[config.mk]
export PLATFORM = sky130hd
export DESIGN_NAME = wsr_fifo
export DESIGN_NICKNAME = d
export VERILOG_FILES = /design/src/sv/wsr_pkg.sv /design/src/sv/wsr_fifo.sv
export SDC_FILE = /design/constraint.sdc
export NUM_CORES = 1
export LEC_CHECK = 0
export BUFFER_PORTS_ARGS = -buffer_cell sky130_fd_sc_hd__buf_2
export CORE_ASPECT_RATIO = 0.7
export CORE_MARGIN = 4
export CORE_UTILIZATION = 53
export CTS_BUF_LIST = sky130_fd_sc_hd__clkbuf_4 sky130_fd_sc_hd__clkbuf_8
export CTS_CLUSTER_SIZE = 20
export DETAILED_ROUTE_END_ITERATION = 16
export PLACE_DENSITY = 0.77
export SLEW_MARGIN = 20
export SYNTH_ARGS = -nofsm -noshare
export SYNTH_HDL_FRONTEND = slang
export SYNTH_SLANG_ARGS = --single-unit
[constraint.sdc]
create_clock -name clk -period 2 [get_ports clk]
set_input_delay 0 -clock clk [delete_from_list [all_inputs] [get_ports clk]]
set_output_delay 0 -clock clk [all_outputs]
set_load 0.02 [all_outputs]
[src/sv/wsr_pkg.sv]
`default_nettype none
package wsr_pkg;

  // Configuration register indexes
  localparam int unsigned CFG_INDEX_W = 2;
  localparam int unsigned CFG_DATA_W  = 16;
  localparam logic [CFG_INDEX_W-1:0] REG_EASY_WEIGHT   = 2'd0;
  localparam logic [CFG_INDEX_W-1:0] REG_MEDIUM_WEIGHT = 2'd1;
  localparam logic [CFG_INDEX_W-1:0] REG_HARD_WEIGHT   = 2'd2;
  localparam logic [CFG_INDEX_W-1:0] REG_SCORE_CAP     = 2'd3;

  // Register reset values
  localparam logic [5:0]  EASY_WEIGHT_RST   = 6'd10;
  localparam logic [5:0]  MEDIUM_WEIGHT_RST = 6'd20;
  localparam logic [5:0]  HARD_WEIGHT_RST   = 6'd30;
  localparam logic [15:0] SCORE_CAP_RST     = 16'd100;

  // Width of one stored record: id, score, time
  localparam int unsigned ENTRY_W = 56;

  typedef struct packed {
    logic [23:0] student_id;
    logic [7:0]  easy_a;
    logic [7:0]  easy_b;
    logic [7:0]  easy_c;
    logic [7:0]  medium_a;
    logic [7:0]  medium_b;
    logic [7:0]  medium_c;
    logic [7:0]  hard_a;
    logic [7:0]  hard_b;
    logic [7:0]  hard_c;
    logic [15:0] solve_time;
    logic        last_record;
  } item_t;

  typedef struct packed {
    logic [23:0] ranked_id;
    logic [15:0] ranked_score;
    logic [15:0] ranked_time;
    logic        last_result;
  } rank_t;

  typedef struct packed {
    logic [5:0]  easy_weight;
    logic [5:0]  medium_weight;
    logic [5:0]  hard_weight;
    logic [15:0] score_cap;
  } cfg_t;

  typedef struct packed {
    logic [23:0] id;
    logic [15:0] score;
    logic [15:0] time_val;
  } entry_t;

  // One classified request on its way to the back end
  typedef struct packed {
    entry_t entry;
    logic   last;
  } qitem_t;

endpackage
`default_nettype wire

[src/sv/wsr_fifo.sv]
`default_nettype none
module wsr_fifo #(
  parameter int unsigned DEPTH = 4
) (
  input  wire logic            clk,
  input  wire logic            rst,
  input  wire logic            wr_valid,
  output logic                 wr_ready,
  input  wire wsr_pkg::qitem_t wr_data,
  output logic                 rd_valid,
  input  wire logic            rd_ready,
  output wsr_pkg::qitem_t      rd_data
);

  localparam int unsigned PW = $clog2(DEPTH);
  localparam int unsigned CW = $clog2(DEPTH + 1);

  wsr_pkg::qitem_t slots [DEPTH];
  logic [PW-1:0]   wr_ptr;
  logic [PW-1:0]   rd_ptr;
  logic [CW-1:0]   fill;
  logic            push;
  logic            pop;

  assign wr_ready = (fill != CW'(DEPTH));
  assign rd_valid = (fill != '0);
  assign push     = wr_valid && wr_ready;
  assign pop      = rd_valid && rd_ready;
  assign rd_data  = slots[rd_ptr];

  always_ff @(posedge clk) begin
    if (rst) begin
      wr_ptr <= '0;
      rd_ptr <= '0;
      fill   <= '0;
    end else begin
      if (push) begin
        wr_ptr <= (wr_ptr == PW'(DEPTH - 1)) ? '0 : wr_ptr + 1'b1;
      end
      if (pop) begin
        rd_ptr <= (rd_ptr == PW'(DEPTH - 1)) ? '0 : rd_ptr + 1'b1;
      end
      if (push && !pop) begin
        fill <= fill + 1'b1;
      end else if (pop && !push) begin
        fill <= fill - 1'b1;
      end
    end
  end

  always_ff @(posedge clk) begin
    if (push) begin
      slots[wr_ptr] <= wr_data;
    end
  end

endmodule
`default_nettype wire

==> metrics.csv <==
stage,metric,value,unit
clocking,cts_tree,done,
worst_setup_path,cp_cell_sequence,o31ai_4 -> ha_4 -> inv_2 -> fa_2 -> xor2_2 -> or3_4 -> a21oi_2,
synth,synth_top_area_share,78.7,%
clocking,cts.sinks,237,
worst_hold_path,holdPathEnd,slots[3][5]$_DFFE_PP_,
pwr,leakagePower,3.79,nW
clocking,cts_root_buf,clkbuf_8,
synth,synthDistinctLibCells,26,
cells_and_area,layout-drive-gt1-share,44.9,%
clocking,cts_buffers,35,
worst_hold_path,hold_start,wr_data[5],
detailed_routing,drt_first_pass_iters,5,
cells_and_area,antennaDiodeCount,0,
placed_design,gp_congestion,0.720,
detailed_routing,drt-total-wl,15800,µm
die,dieArea,18600,µm²
timing,slew_headroom,69.1,%
worst_setup_path,crit_family,adder cells,
cells_and_area,final_cell_area,11000,µm²
die,start_util,55.1,%
pwr,finalPower,13.1,mW
synth,avgSynthCellArea,25.2,µm²
die,fp.dieH,115,µm
global_route,grt_use_total,17.4,%
job,cap_violations,0,
timing,fin_crit,1.99,ns
timing,period_share,99.6,%
synth,synth_top_cell_by_area,edfxtp_1,
worst_setup_path,slowest_delay,0.36,ns
worst_setup_path,worstPathArrival,2.41,ns
clocking,h-tree-depth,2,
detailed_routing,via_per_inst,5.33,
global_route,grt_first_pass_wirelength,24700,µm
synth,yosysWarnings,0,
worst_setup_path,critPathKind,reg2reg,
synth,yosysSeqAreaShare,80.8,%
clocking,clk_path_buf_depth,3,
worst_setup_path,timing.rr.start,fill[1]$_SDFFE_PP0P_,
cells_and_area,final_common_cell,edfxtp_1,
global_route,grt_overflow_total,0,
synth,synth_cells,345,
detailed_routing,vias,4281,
worst_setup_path,rr_worst_depth,7,
global_route,antenna_found_initial,0,
placed_design,dpl.hpwl,8590,µm
detailed_routing,wire_per_inst,19.7,µm
cells_and_area,area_growth,26.3,%
pwr,ir_drop,0.672,mV
die,die_w,161,µm
cells_and_area,finalNetCount,630,
worst_setup_path,cp_max_fo,5,
timing,drv_slew,0,
worst_setup_path,reg2reg_slack,0.009,ns
worst_setup_path,cp.required,2.42,ns
worst_hold_path,hold_class,in2reg,
die,ioPinCount,120,
worst_setup_path,cp-end-kind,flip-flop,
worst_setup_path,startpoint_type,flip-flop,
worst_setup_path,r2r-end,fill[2]$_SDFFE_PP0P_,
pwr,p_per_area,1190,nW/µm²
worst_setup_path,crit_buf_inv,1,
timing,hold_viol,0,
cells_and_area,n_fill_cell,981,
clocking,clk_latency,0.49,ns
detailed_routing,drt_iter0_drc,318,
placed_design,port_buffers,119,
cells_and_area,layout_common_cells,"edfxtp_1, buf_2, dlygate4sd3_1, mux4_2, clkbuf_8",
clocking,path_clk_slew,0.06,ns
timing,worst_pin_slew,0.463,ns
global_route,grt_pass1_vias,4598,
detailed_routing,drc,0,
timing,rsz0062_at_grt,true,
placed_design,place_area,9670,µm²
timing,fmax,502,MHz
outcome,outcome,finished clean,
synth,synth_nets,413,
die,row_count,38,
synth,netlist_area,8700,µm²
synth,synthTopCellsByArea,"edfxtp_1, mux4_2, dfxtp_1",
timing,fin_worst_skew,0.0139,ns
global_route,grt_start_max_net_pins,58,
worst_hold_path,worst_hold_path.num_cells,2,
timing,setup_viol,0,
worst_setup_path,slowest_stage,dfxtp_4,
die,core,15800,µm²
detailed_routing,drtAntennaViolNets,0,
synth,ys_ff_latch,237,
[stage by stage]
stage / TNS [ns] / worst slack [ns] / util, % / hold WS, ns / instances
2_1_floorplan: 0 / 0.0204 / - / 0.0989 / 345
3_3_place_gp: 0 / 0.0658 / 61.2 / 0.208 / 679
3_5_place_dp: 0 / 0.000454 / 61.2 / 0.218 / 679
4_1_cts: 0 / 0.00922 / 69.4 / 0.225 / 800
5_1_grt: -0.0664 / -0.0664 / 69.6 / 0.238 / 803
6_report: 0 / 0.00859 / 69.6 / 0.262 / 803
[sequential cells by signal, indices dropped and copies added (netlist names), named ones only]
name / flops
rd_ptr: 2
wr_ptr: 2
slots: 228
fill: 3
[routing by layer]
layer	vias up	track usage [%]	wire length [µm]
met3	25	4.26	1120
met5	-	0	0
met4	0	5.00	214
met1	2195	23.4	6710
li1	1905	-	-
met2	156	29.2	7740
[worst reg2reg max path, stage by stage, from the launching register on]
cell and delay [ns]:
dfxtp_4 0.36, o31ai_4 0.35, ha_4 0.20, inv_2 0.04, fa_2 0.36, xor2_2 0.16, or3_4 0.33, a21oi_2 0.13
[cell type report]
type | instances | area, µm² | area share (%)
Sequential cell | 237 | 7040 | 64.1
Multi-Input combinational cell | 91 | 1610 | 14.7
Tap cell | 220 | 275 | 2.50
Clock inverter | 8 | 32.5 | 0.296
Inverter | 3 | 11.3 | 0.102
Clock buffer | 50 | 619 | 5.64
Timing Repair Buffer | 194 | 1400 | 12.7
[worst max-delay path by stage]
stage / start / to / slack (ns) / cells after the start
2_1_floorplan: fill[0]$_SDFFE_PP0P_ / fill[2]$_SDFFE_PP0P_ / 0.02 / 9
4_1_cts: fill[2]$_SDFFE_PP0P_ / fill[2]$_SDFFE_PP0P_ / 0.009 / 7
3_3_place_gp: fill[1]$_SDFFE_PP0P_ / fill[2]$_SDFFE_PP0P_ / 0.07 / 7
5_1_grt: fill[1]$_SDFFE_PP0P_ / fill[2]$_SDFFE_PP0P_ / -0.07 / 7
6_report: fill[1]$_SDFFE_PP0P_ / fill[2]$_SDFFE_PP0P_ / 0.009 / 7
3_5_place_dp: fill[1]$_SDFFE_PP0P_ / fill[2]$_SDFFE_PP0P_ / 0.0005 / 7
[what timing repair did]
action                                 4_1_cts  5_1_grt
setup endpoints to repair                   50        2
endpoints found under the hold margin      237        0
setup buffers                                3        3
hold buffers                                60        0
gates resized for setup                      1        5
pin swaps                                    1        4
gates cloned                                 0        0
[logic make-up after synthesis]
kind of cell / Yosys count / synth area share (%)
adders and majority gates: 7 / 1.09
DFF: 237 / 80.8
muxes: 60 / 15.1
and+or+nand+nor: 17 / 1.22
xor gates and xnor gates: 2 / 0.201
buffers and inverters: 17 / 1.21
AOI/OAI and AO/OA: 5 / 0.403
[power breakdown]
group	internal (mW)	switching [mW]	total, mW
Combinational	1.47	1.81	3.28
Clock	1.98	1.65	3.63
Sequential	6.04	0.170	6.21
[synthesized netlist by cell type (all sizes together)]
library cell  number
xor2               2
a21oi              2
mux2i              3
inv                3
and3               4
fa                 1
nand2b             2
clkbuf             3
nand2              1
dfxtp              9
o21ai              1
o31ai              2
edfxtp           228
and2               1
nand3              1
buf               11
nor3               1
or3                3
mux4              57
ha                 6
nor2               3
or3b               1
Power figures use the tool's default switching activity.
