--- src/sv/wsr_pkg.sv ---
`default_nettype none
package wsr_pkg;

  // Configuration register indexes
  localparam int unsigned CFG_INDEX_W = 2;
  localparam int unsigned CFG_DATA_W  = 16;
  localparam logic [CFG_INDEX_W-1:0] REG_EASY_WEIGHT   = 2'd0;
  localparam logic [CFG_INDEX_W-1:0] REG_MEDIUM_WEIGHT = 2'd1;
  localparam logic [CFG_INDEX_W-1:0] REG_HARD_WEIGHT   = 2'd2;
  localparam logic [CFG_INDEX_W-1:0] REG_SCORE_CAP     = 2'd3;

  // Register reset values
  localparam logic [5:0]  EASY_WEIGHT_RST   = 6'd10;
  localparam logic [5:0]  MEDIUM_WEIGHT_RST = 6'd20;
  localparam logic [5:0]  HARD_WEIGHT_RST   = 6'd30;
  localparam logic [15:0] SCORE_CAP_RST     = 16'd100;

  // Width of one stored record: id, score, time
  localparam int unsigned ENTRY_W = 56;

  typedef struct packed {
    logic [23:0] student_id;
    logic [7:0]  easy_a;
    logic [7:0]  easy_b;
    logic [7:0]  easy_c;
    logic [7:0]  medium_a;
    logic [7:0]  medium_b;
    logic [7:0]  medium_c;
    logic [7:0]  hard_a;
    logic [7:0]  hard_b;
    logic [7:0]  hard_c;
    logic [15:0] solve_time;
    logic        last_record;
  } item_t;

  typedef struct packed {
    logic [23:0] ranked_id;
    logic [15:0] ranked_score;
    logic [15:0] ranked_time;
    logic        last_result;
  } rank_t;

  typedef struct packed {
    logic [5:0]  easy_weight;
    logic [5:0]  medium_weight;
    logic [5:0]  hard_weight;
    logic [15:0] score_cap;
  } cfg_t;

  typedef struct packed {
    logic [23:0] id;
    logic [15:0] score;
    logic [15:0] time_val;
  } entry_t;

  // One classified request on its way to the back end
  typedef struct packed {
    entry_t entry;
    logic   last;
  } qitem_t;

endpackage
`default_nettype wire

--- src/sv/wsr_front.sv ---
`default_nettype none
module wsr_front (
  input  wire logic           clk,
  input  wire logic           rst,
  input  wire wsr_pkg::cfg_t  cfg,
  input  wire logic           item_valid,
  output logic                item_ready,
  input  wire wsr_pkg::item_t item,
  output logic                q_valid,
  input  wire logic           q_ready,
  output wsr_pkg::qitem_t     q_data
);

  // Stage A: group sums
  logic        a_valid;
  logic [9:0]  a_easy_sum;
  logic [9:0]  a_med_sum;
  logic [9:0]  a_hard_sum;
  logic [23:0] a_id;
  logic [15:0] a_time;
  logic        a_last;

  // Stage B: weighted products
  logic        b_valid;
  logic [15:0] b_easy_prod;
  logic [15:0] b_med_prod;
  logic [15:0] b_hard_prod;
  logic [23:0] b_id;
  logic [15:0] b_time;
  logic        b_last;

  logic        b_en;
  logic        a_en;
  logic [17:0] total;
  logic [15:0] score;

  assign b_en       = !b_valid || q_ready;
  assign a_en       = !a_valid || b_en;
  assign item_ready = a_en;

  always_ff @(posedge clk) begin
    if (rst) begin
      a_valid <= 1'b0;
    end else if (a_en) begin
      a_valid <= item_valid;
    end
    if (a_en) begin
      a_easy_sum <= 10'(item.easy_a) + 10'(item.easy_b) + 10'(item.easy_c);
      a_med_sum  <= 10'(item.medium_a) + 10'(item.medium_b) + 10'(item.medium_c);
      a_hard_sum <= 10'(item.hard_a) + 10'(item.hard_b) + 10'(item.hard_c);
      a_id       <= item.student_id;
      a_time     <= item.solve_time;
      a_last     <= item.last_record;
    end
  end

  // Each product fits in 16 bits: 765 * 63 at most
  always_ff @(posedge clk) begin
    if (rst) begin
      b_valid <= 1'b0;
    end else if (b_en) begin
      b_valid <= a_valid;
    end
    if (b_en) begin
      b_easy_prod <= 16'(a_easy_sum) * 16'(cfg.easy_weight);
      b_med_prod  <= 16'(a_med_sum) * 16'(cfg.medium_weight);
      b_hard_prod <= 16'(a_hard_sum) * 16'(cfg.hard_weight);
      b_id        <= a_id;
      b_time      <= a_time;
      b_last      <= a_last;
    end
  end

  // Sum and clamp to the cap
  assign total = 18'(b_easy_prod) + 18'(b_med_prod) + 18'(b_hard_prod);
  assign score = (total > 18'(cfg.score_cap)) ? cfg.score_cap : total[15:0];

  assign q_valid               = b_valid;
  assign q_data.entry.id       = b_id;
  assign q_data.entry.score    = score;
  assign q_data.entry.time_val = b_time;
  assign q_data.last           = b_last;

endmodule
`default_nettype wire

--- config.mk ---
export PLATFORM = sky130hd
export DESIGN_NAME = wsr_front
export DESIGN_NICKNAME = d
export VERILOG_FILES = /design/src/sv/wsr_pkg.sv /design/src/sv/wsr_front.sv
export SDC_FILE = /design/constraint.sdc
export NUM_CORES = 1
export LEC_CHECK = 0
export CAP_MARGIN = 15
export CORE_ASPECT_RATIO = 0.8
export CORE_UTILIZATION = 50
export DETAILED_ROUTE_END_ITERATION = 10
export DONT_BUFFER_PORTS = 1
export GPL_TIMING_DRIVEN = 0
export PLACE_DENSITY = 0.67
export SLEW_MARGIN = 40
export SYNTH_ARGS = -nofsm -noshare
export SYNTH_HDL_FRONTEND = slang
export SYNTH_SLANG_ARGS = --single-unit
--- constraint.sdc ---
create_clock -name clk -period 6.3 [get_ports clk]
set_clock_uncertainty 0.05 [all_clocks]
set_input_delay 1.26 -clock clk [delete_from_list [all_inputs] [get_ports clk]]
set_output_delay 1.26 -clock clk [all_outputs]
set_load 0.01 [all_outputs]
==> impl_results.md <==
- First-pass GRT wire length: 39.8 mm
- DRC Markers: 0
- Failing checks: setup timing
- Final setup violation count: 16
- FMAX: around 0.16 GHz
- Max Slew Vio Count: 0
- Clock slew seen by the registers of the worst setup and hold paths: ~0.070 ns
- Fin nets: between 1500 and 2000
- CTS tree: built
- Async set-reset flop share out of synthesis: 0%
- Worst-skew pair later-pin latency: between 0.4 and 0.5 ns
- Number of I/O port buffers: 0
- Post-Syn Area: between 10000 and 15000 um^2
- Final instance area: around 14000 um^2
- Period utilization: 102%
- Vias per inst: 5.29
- Sink Count: 162
- WS Path Type: flip-flop to primary output
- Crit-path max FO: 5
- N_diodes: 0
- Area grow syn2layout: 10.9%
- Worst endpoint required time: around 5 ns
- Routed wire length per instance: 15.9 um
- Initial Util: slightly above 50%
- Final WL: about 24 mm
- Leading area contributor after synthesis: edfxtp_1
- Routed via count: approximately 8000
- 1st-iter DRT viols: 335
- Placeable core area: ~25000 um^2
- Io pins: 210
- Die span in y: between 100 and 150 um
- Measured slew at the worst slew-check pin: 0.591 ns
- Number of synthesized register bits: about 160
- WP data arrival: around 5.1 ns
- Row cnt: 52
- Ys Warns: 0
- Top post-synthesis cells by area: edfxtp_1, fa_1, ha_1, inv_1, nand2_1
- Die area: approximately 27000 um^2
- Max_slew headroom: 60.5%
- Hold Path Class: flip-flop to flip-flop
- Unrepaired setup endpoints after global routing: true
- Maxcap violations: 0
- Minimum clock period: ~6.4 ns
- GRT overflow: 0
- TritonCTS buffer count: 17
- Crit. End Element: primary output
- HPWL after DPL: between 15 and 20 mm
- GP Congestion: around 0.86
- Post-synth top flop: edfxtp_1
- Root Driver: clkbuf_16
- Die width: approximately 180 um
- Clock Tree Buf Depth: 2
- Cells after synthesis: ~1100
- Vias in the first global route: 8064
- Number of enable flip-flop cells after synthesis: 160
- Syn_area_per_cell: about 12 um^2
- Type of origin of the critical path: flip-flop
- Cell variety after synth: 52
- Global-route usage over all layers: 18.9%
- Post-synth top area share: roughly 37%
- Max H-tree Level: 4
- Share of cells above drive strength 1: roughly a tenth
- Largest net degree at the start of global routing: 50
- Syn nets: 1529
- Post-route ant nets: 0
- Status: finished with violations
- Pre-antenna DRT Iters: 5
- Post-synthesis sequential area ratio: 37.4%
- Setup slack after layout: -0.106 ns
- Initial antenna violation count: 0
- Reg-to-reg setup timing slack: about 1.8 ns
- Final hold vios: 0
- Area after DPL: about 13000 um^2
-- worst paths after layout --
kind                                startpoint               to  cells after the start
worst min register to register         a_id[8]          b_id[8]                      0
worst min-delay path                   a_id[8]          b_id[8]                      0
worst max register to register   a_easy_sum[3]  b_easy_prod[15]                     14
worst max-delay path            b_hard_prod[1]       q_data[30]                     18
-- flip-flops by register name (all words and copies together) (netlist names) --
signal / flops
a_med_sum: 10
b_time: 16
a_easy_sum: 10
a_last: 1
a_valid: 1
q_valid: 1
b_easy_prod: 16
b_last: 1
a_id: 24
a_hard_sum: 10
b_id: 24
b_hard_prod: 16
b_med_prod: 16
a_time: 16
-- layout make-up --
type | count | area (um^2)
fill | 2131 | 11000
clock inverter | 15 | 161
multi-input combinational | 770 | 7550
sequential | 162 | 4840
buffer | 21 | 106
tap | 324 | 405
timing repair buffer | 27 | 263
inverter | 158 | 598
clock buffer | 17 | 425
-- stage by stage --
step | worst slack (ns) | std cells | hold slack (ns) | setup TNS [ns] | utilization (%)
2_1_floorplan | 0.500 | 1111 | 0.350 | 0 | -
3_3_place_gp | 0.0411 | 1435 | 0.350 | 0 | 52.6
3_5_place_dp | -0.0706 | 1437 | 0.355 | -0.560 | 52.9
4_1_cts | -0.218 | 1487 | 0.363 | -3.28 | 56.1
5_1_grt | -0.268 | 1494 | 0.362 | -4.06 | 56.6
6_report | -0.106 | 1494 | 0.362 | -1.41 | 56.6
-- synth_stat cells, types with 2 or more instances --
cell type	number
edfxtp_1	160
inv_1	158
fa_1	143
nand2_1	133
ha_1	124
and2_1	64
nor2_1	47
xnor2_1	43
a21oi_1	36
o21ai_0	27
clkbuf_1	18
nor2b_1	14
o21a_1	14
a21o_1	13
nor3_1	13
xor2_1	13
mux2_4	10
mux2_2	6
nand3_1	6
o41ai_1	6
nor4_1	5
o21bai_1	5
or3_1	5
a211oi_1	4
a21boi_0	4
nand2b_1	4
and3_1	3
o31ai_1	3
a211oi_2	2
a31oi_1	2
dfxtp_1	2
nand4_1	2
o21ai_1	2
o21ba_2	2
-- placed cells by master (no fill, tap or decap), drive strengths merged, types with 4 or more instances in the layout --
| cell type | instances |
|---|---|
| a211oi | 6 |
| a21boi | 4 |
| a21o | 13 |
| a21oi | 36 |
| and2 | 65 |
| buf | 30 |
| clkbuf | 35 |
| clkinv | 4 |
| edfxtp | 160 |
| fa | 143 |
| ha | 124 |
| inv | 167 |
| mux2 | 16 |
| nand2 | 133 |
| nand2b | 4 |
| nand3 | 6 |
| nor2 | 47 |
| nor2b | 14 |
| nor3 | 13 |
| nor4 | 5 |
| o21a | 14 |
| o21ai | 29 |
| o21bai | 6 |
| o41ai | 6 |
| or3 | 5 |
| xnor2 | 43 |
| xor2 | 13 |
-- routing by layer --
layer | up-vias | GRT usage (%) | wire [um]
met5 | - | 0 | 0
met4 | 0 | 4.08 | 215
met3 | 17 | 4.30 | 1270
met2 | 210 | 29.8 | 11200
met1 | 3880 | 26.8 | 11100
li1 | 3802 | - | -
-- critical path, stage by stage, from the launching register on --
cell and delay (ns):
edfxtp_1 0.47, fa_1 0.51, ha_2 0.21, fa_2 0.35, a211o_1 0.32, a2111o_1 0.41
buf_4 0.15, a211oi_2 0.24, o21bai_1 0.12, a21oi_2 0.19, xnor2_2 0.11, ha_1 0.32
nand2_2 0.08, nor2_2 0.06, a2111oi_4 0.28, o32a_1 0.22, buf_6 0.15, buf_12 0.13
mux2_4 0.33
-- repair_timing --
item / 4_1_cts / 5_1_grt
buffers inserted: 17 / 7
endpoints found under the setup margin: 16 / 16
resized for setup: 21 / 17
endpoints found under the hold margin: 0 / 0
gates cloned: 1 / 0
hold buffers: 0 / 0
pin swaps: 12 / 27
-- logic make-up (layout without fill, tap and decap cells) --
group / after synthesis / after routing / synth area share, %
AND/OR/NAND/NOR: 301 / 301 / 11.0
AO/OA/AOI/OAI: 130 / 130 / 6.65
buffers and inverters: 179 / 238 / 5.40
adder cells (fa/ha/maj): 267 / 267 / 34.1
flip-flops: 162 / 162 / 37.4
multiplexers: 16 / 16 / 1.68
XOR/XNOR: 56 / 56 / 3.79
Power is not shown: default switching activity piles up to over one toggle a cycle in this logic, so the estimate is an artifact.
