[src/sv/wsr_pkg.sv]
`default_nettype none
package wsr_pkg;

  // Configuration register indexes
  localparam int unsigned CFG_INDEX_W = 2;
  localparam int unsigned CFG_DATA_W  = 16;
  localparam logic [CFG_INDEX_W-1:0] REG_EASY_WEIGHT   = 2'd0;
  localparam logic [CFG_INDEX_W-1:0] REG_MEDIUM_WEIGHT = 2'd1;
  localparam logic [CFG_INDEX_W-1:0] REG_HARD_WEIGHT   = 2'd2;
  localparam logic [CFG_INDEX_W-1:0] REG_SCORE_CAP     = 2'd3;

  // Register reset values
  localparam logic [5:0]  EASY_WEIGHT_RST   = 6'd10;
  localparam logic [5:0]  MEDIUM_WEIGHT_RST = 6'd20;
  localparam logic [5:0]  HARD_WEIGHT_RST   = 6'd30;
  localparam logic [15:0] SCORE_CAP_RST     = 16'd100;

  // Width of one stored record: id, score, time
  localparam int unsigned ENTRY_W = 56;

  typedef struct packed {
    logic [23:0] student_id;
    logic [7:0]  easy_a;
    logic [7:0]  easy_b;
    logic [7:0]  easy_c;
    logic [7:0]  medium_a;
    logic [7:0]  medium_b;
    logic [7:0]  medium_c;
    logic [7:0]  hard_a;
    logic [7:0]  hard_b;
    logic [7:0]  hard_c;
    logic [15:0] solve_time;
    logic        last_record;
  } item_t;

  typedef struct packed {
    logic [23:0] ranked_id;
    logic [15:0] ranked_score;
    logic [15:0] ranked_time;
    logic        last_result;
  } rank_t;

  typedef struct packed {
    logic [5:0]  easy_weight;
    logic [5:0]  medium_weight;
    logic [5:0]  hard_weight;
    logic [15:0] score_cap;
  } cfg_t;

  typedef struct packed {
    logic [23:0] id;
    logic [15:0] score;
    logic [15:0] time_val;
  } entry_t;

  // One classified request on its way to the back end
  typedef struct packed {
    entry_t entry;
    logic   last;
  } qitem_t;

endpackage
`default_nettype wire

[src/sv/wsr_ram.sv]
`default_nettype none
module wsr_ram #(
  parameter int unsigned WIDTH = 8,
  parameter int unsigned DEPTH = 16
) (
  input  wire logic                     clk,
  input  wire logic                     we,
  input  wire logic [$clog2(DEPTH)-1:0] waddr,
  input  wire logic [WIDTH-1:0]         wdata,
  input  wire logic [$clog2(DEPTH)-1:0] raddr,
  output logic      [WIDTH-1:0]         rdata
);

  logic [WIDTH-1:0] mem [DEPTH];

  always_ff @(posedge clk) begin
    if (we) begin
      mem[waddr] <= wdata;
    end
    rdata <= mem[raddr];
  end

endmodule
`default_nettype wire

[src/sv/wsr_back.sv]
`default_nettype none
module wsr_back #(
  parameter int unsigned MAX_RECORDS = 64
) (
  input  wire logic            clk,
  input  wire logic            rst,
  input  wire logic            q_valid,
  output logic                 q_ready,
  input  wire wsr_pkg::qitem_t q_data,
  output logic                 rank_valid,
  input  wire logic            rank_ready,
  output wsr_pkg::rank_t       rank
);

  localparam int unsigned AW = $clog2(MAX_RECORDS);
  localparam int unsigned CW = $clog2(MAX_RECORDS + 1);

  localparam logic [2:0] ST_LOAD   = 3'd0;
  localparam logic [2:0] ST_RD_CUR = 3'd1;
  localparam logic [2:0] ST_CUR    = 3'd2;
  localparam logic [2:0] ST_SCAN   = 3'd3;
  localparam logic [2:0] ST_EMIT   = 3'd4;

  logic [2:0]      state, state_next;
  logic [CW-1:0]   count, count_next;
  logic [CW-1:0]   i, i_next;
  logic [CW-1:0]   j, j_next;
  wsr_pkg::entry_t cur, cur_next;
  logic            rank_valid_next;
  wsr_pkg::rank_t  rank_next;

  logic [CW-1:0]   i_inc;
  logic [CW-1:0]   j_inc;
  logic            we;
  logic [AW-1:0]   waddr;
  wsr_pkg::entry_t wdata;
  logic [AW-1:0]   raddr;
  logic [wsr_pkg::ENTRY_W-1:0] rdata_raw;
  wsr_pkg::entry_t rdata;
  logic            swap;

  assign i_inc = i + 1'b1;
  assign j_inc = j + 1'b1;
  assign rdata = wsr_pkg::entry_t'(rdata_raw);

  // Later entry wins on higher score, or equal score and lower time
  assign swap = (cur.score < rdata.score) ||
                ((cur.score == rdata.score) && (cur.time_val > rdata.time_val));

  wsr_ram #(
    .WIDTH (wsr_pkg::ENTRY_W),
    .DEPTH (MAX_RECORDS)
  ) u_store (
    .clk   (clk),
    .we    (we),
    .waddr (waddr),
    .wdata (wdata),
    .raddr (raddr),
    .rdata (rdata_raw)
  );

  // Load, exchange sort and emit sequencer
  always_comb begin
    state_next      = state;
    count_next      = count;
    i_next          = i;
    j_next          = j;
    cur_next        = cur;
    rank_valid_next = rank_valid && !rank_ready;
    rank_next       = rank;
    q_ready         = 1'b0;
    we              = 1'b0;
    waddr           = count[AW-1:0];
    wdata           = q_data.entry;
    raddr           = i[AW-1:0];
    case (state)
      ST_LOAD: begin
        q_ready = 1'b1;
        if (q_valid) begin
          // records past capacity are dropped
          if (count < CW'(MAX_RECORDS)) begin
            we         = 1'b1;
            count_next = count + 1'b1;
          end
          if (q_data.last) begin
            i_next     = '0;
            state_next = ST_RD_CUR;
          end
        end
      end
      ST_RD_CUR: begin
        raddr      = i[AW-1:0];
        state_next = ST_CUR;
      end
      ST_CUR: begin
        cur_next = rdata;
        j_next   = i_inc;
        if (i_inc < count) begin
          raddr      = i_inc[AW-1:0];
          state_next = ST_SCAN;
        end else begin
          state_next = ST_EMIT;
        end
      end
      ST_SCAN: begin
        if (swap) begin
          we       = 1'b1;
          waddr    = j[AW-1:0];
          wdata    = cur;
          cur_next = rdata;
        end
        if (j_inc < count) begin
          raddr      = j_inc[AW-1:0];
          j_next     = j_inc;
        end else begin
          state_next = ST_EMIT;
        end
      end
      ST_EMIT: begin
        // position i is final once its scan is done
        if (!rank_valid || rank_ready) begin
          rank_valid_next        = 1'b1;
          rank_next.ranked_id    = cur.id;
          rank_next.ranked_score = cur.score;
          rank_next.ranked_time  = cur.time_val;
          rank_next.last_result  = (i_inc == count);
          if (i_inc == count) begin
            count_next = '0;
            state_next = ST_LOAD;
          end else begin
            i_next     = i_inc;
            state_next = ST_RD_CUR;
          end
        end
      end
      default: begin
        state_next = ST_LOAD;
      end
    endcase
  end

  always_ff @(posedge clk) begin
    if (rst) begin
      state      <= ST_LOAD;
      count      <= '0;
      rank_valid <= 1'b0;
    end else begin
      state      <= state_next;
      count      <= count_next;
      rank_valid <= rank_valid_next;
    end
    i    <= i_next;
    j    <= j_next;
    cur  <= cur_next;
    rank <= rank_next;
  end

endmodule
`default_nettype wire

[config.mk]
export PLATFORM = sky130hd
export DESIGN_NAME = wsr_back
export DESIGN_NICKNAME = d
export VERILOG_FILES = /design/src/sv/wsr_pkg.sv /design/src/sv/wsr_ram.sv /design/src/sv/wsr_back.sv
export SDC_FILE = /design/constraint.sdc
export NUM_CORES = 2
export LEC_CHECK = 0
export BUFFER_PORTS_ARGS = -buffer_cell sky130_fd_sc_hd__buf_2
export CAP_MARGIN = 40
export CORE_ASPECT_RATIO = 0.8
export CORE_UTILIZATION = 30
export CTS_BUF_LIST = sky130_fd_sc_hd__clkbuf_16
export CTS_CLUSTER_DIAMETER = 120
export DETAILED_ROUTE_END_ITERATION = 6
export PLACE_DENSITY_LB_ADDON = 0.2
export SKIP_LAST_GASP = 1
export SYNTH_ARGS = -nofsm -noshare
export SYNTH_HDL_FRONTEND = slang
export SYNTH_SLANG_ARGS = --single-unit
[constraint.sdc]
create_clock -name clk -period 10.6 [get_ports clk]
set_input_delay 3.18 -clock clk [delete_from_list [all_inputs] [get_ports clk]]
set_output_delay 3.18 -clock clk [all_outputs]
set_load 0.02 [all_outputs]
==> results.md <==
- Synth cell count leaders: edfxtp_1, nand2_1, mux4_2, nand3_1, a22oi_1
- Worst R2R Path Depth: 17
- Synth cell types: 79
- Initial core utilization: 30.11%
- End of the worst hold path: cur[44]
- Area growth, synth to finish: 16.56%
- Post-layout min period: 6891 ps
- Core area: 0.4818 mm2
- Total CTS buffers: 391
- Post-synth top area cell: edfxtp_1
- Final worst-path cycle share: 65.01%
- CTS Hold Bufs: 0
- Worst Hold Class: flip-flop to flip-flop
- Reg-to-reg critical path startpoint: i[0]
- Synth warn: 0
- Final Hold Viols: 0
- Post-DP HPWL: 297.2 mm
- Dominant synthesized flop cell: edfxtp_1
- Die Y: a little over 600 um
- Failing checks: DRC
- Pre-antenna DRT Iters: 7
- Vias in the first global route: 78,120
- Peak supply drop: 136.5 uV
- Top cell type's share of synthesized area: 76.82%
- Post-Syn Area: 0.1451 mm2
- Row Count: 228
- Filler Cell Count: ~45,000
- R2R Setup Slk: around 3700 ps
- Number of synthesized flops with an enable pin: 3,711
- CP Class: flip-flop to flip-flop
- Critical Path, Cell by Cell: buf_4, ha_1, nand3_1, xor2_1, inv_1, ha_1, a211o_1, a2111o_1, or2_4, a211oi_4, buf_12, buf_12, buf_12, mux4_2, a22o_1, a221oi_1, o221ai_1
- Die X: 779.5 um
- Static leakage: 53.74 nW
- Worst Hold Depth: 0
- Clock sinks: around 3,800
- Most common cell in the netlist: edfxtp_1
- P per Cell Area: 192.8 mW/mm2
- CP max stage delay: between 600 and 700 ps
- CP required: between 10,000 and 15,000 ps
- Global placer's final weighted congestion: 0.8280
- DR DRC count: 2
- Worst path most repeated cell: buf_12
- Final WL: 498.2 mm
- Clock Tree Root: clkbuf_16
- Congestion Overflow GR: 0
- Vias: 79,300
- FFs w/ async S/R, synth: 0%
- Placement Setup Slack: ~3700 ps
- Final setup fails: 0
- Syn nets: 7,513
- Reg2reg end: u_store.rdata[12]
- H-tree lvl count: 5
- Clock Path Buffers: 4
- Arr. time, crit path: 7720 ps
- CTS tree: built
- Cts repair resizes: 0
- Area contributors post-synth: edfxtp_1, mux4_2, nand2_1
- Worst path slowest cell: a221oi_1
- Post-synthesis register bit count: around 3,800
- Relative slew slack: 33.01%
- Initial antenna violation count: 46
- Boundary Pins: 120
- Skew-Pair Late Insertion Delay: 1040 ps
- Via/cell ratio: 5.393
- Post-Synthesis Cells: 7,403
- Startpoint Class: flip-flop
- Post-DRT Antenna Nets: 0
- Nets: between 8,000 and 9,000
- Max-cap violations: 0
- Tot Pwr: 32.61 mW
- Register area share after synthesis: 77.74%
- Pins Over Slew Limit: 0
- Mapped Avg Cell Area: 19.60 um2
- Status: finished, violations left
- Hold path start: u_store.rdata[44]
- First-pass GRT wire length: 678.0 mm
- Setup TNS: 0 ps
- Port Buf Inserts: 119
- Largest net degree at the start of global routing: 118
- Fmax: 0.1451 GHz
- Share of cells above drive strength 1: 23.71%
- Gr usage total: 20.03%
- Reg clk slew, reported paths: about 60 ps
- Drt wl/cell: 33.88 um
- Worst slew pin tran: 1005 ps
- Starting DRC count in detailed routing: 10,280
- CP max FO: 99
- Setup ws final: 3709 ps
- Post-CTS setup buffer count: 0
- Clk_skew: between 50 and 60 ps
- Worst setup EP type: flip-flop
- Die area: 0.4864 mm2
- RSZ-0062 raised after global routing: false
-- layout make-up --
cell class | count | area, um2 | area share, %
Clock inverter | 332 | 2746 | 1.624
Timing Repair Buffer | 531 | 4802 | 2.840
Tap cell | 6440 | 8058 | 4.765
Multi-Input combinational cell | 3159 | 30520 | 18.05
Clock buffer | 398 | 9960 | 5.890
Sequential cell | 3778 | 112800 | 66.70
Inverter | 50 | 187.7 | 0.1110
Antenna cell | 14 | 35.03 | 0.02072
-- flip-flops by register name (all words and copies together), names as in the netlist --
signal         count
j                  7
i                  7
cur               56
u_store.rdata     56
state              3
u_store.mem     3584
rank              57
count              7
rank_valid         1
-- critical path: cells and delay by family, from the launching register on --
family                     cells  cell delay (ps)
muxes                          1              590
adders and majority gates      2              550
xor gates and xnor gates       1              350
AOI/OAI and AO/OA              6             2270
DFF                            1              360
and+or+nand+nor                2              460
buffers and inverters          5             1760
-- routing by layer --
metal  part of all wire, %  routed length (um)  global-route usage (%)
met4                   2.7               13610                   5.109
met1                    44              220300                   29.36
met2                    45              224400                   30.66
met3                   8.0               39750                   3.757
met5                 0.020                 101                       0
-- cell usage in the layout (no fill, tap or decap), drive strengths merged, types with 101 or more instances in the layout --
cell type and count:
inv 152, mux4 685, edfxtp 3711, buf 531, o22ai 102, clkbuf 398, o21ai 101, nor2 151
a22oi 159, clkinv 181, nand2 776, nand3 253
-- how the worst max path moves through the flow --
stage / endpoint / from / slack, ps / depth (start not counted)
finish: u_store.rdata[12] / i[0] / 3710 / 17
detailed placement: u_store.rdata[12] / i[0] / 3700 / 17
global route: u_store.rdata[12] / i[0] / 3390 / 17
global placement: u_store.mem[44][7] / cur[9] / 3530 / 13
CTS: u_store.rdata[12] / i[0] / 3700 / 17
floorplan: u_store.mem[50][0] / q_valid / 2110 / 5
-- cell families after synthesis --
group / synth area share, %
flops: 77.74
simple gates: 4.334
compound gates: 4.212
mux: 11.53
buf+inv: 1.687
fa+ha+maj: 0.4226
xor+xnor: 0.07849
-- stage by stage --
| step | hold slack [ps] | std cells | cell area, um2 | utilization [%] |
|---|---|---|---|---|
| 2_1_floorplan | 385.5 | 7403 | 145100 | - |
| 3_3_place_gp | 389.6 | 13880 | 154900 | 32.14 |
| 3_5_place_dp | 388.7 | 13960 | 156300 | 32.44 |
| 4_1_cts | 399.3 | 14690 | 169000 | 35.08 |
| 5_1_grt | 404.4 | 14690 | 169100 | 35.09 |
| 6_report | 398.1 | 14700 | 169100 | 35.09 |
-- power breakdown --
group | internal [mW] | total, mW | switching [mW] | leakage [nW]
Clock | 7.86 | 13.8 | 5.96 | 6.58
Sequential | 16.5 | 16.6 | 0.0794 | 33.9
Combinational | 0.679 | 2.16 | 1.48 | 13.2
No activity file was read; power rests on OpenSTA's default activity.
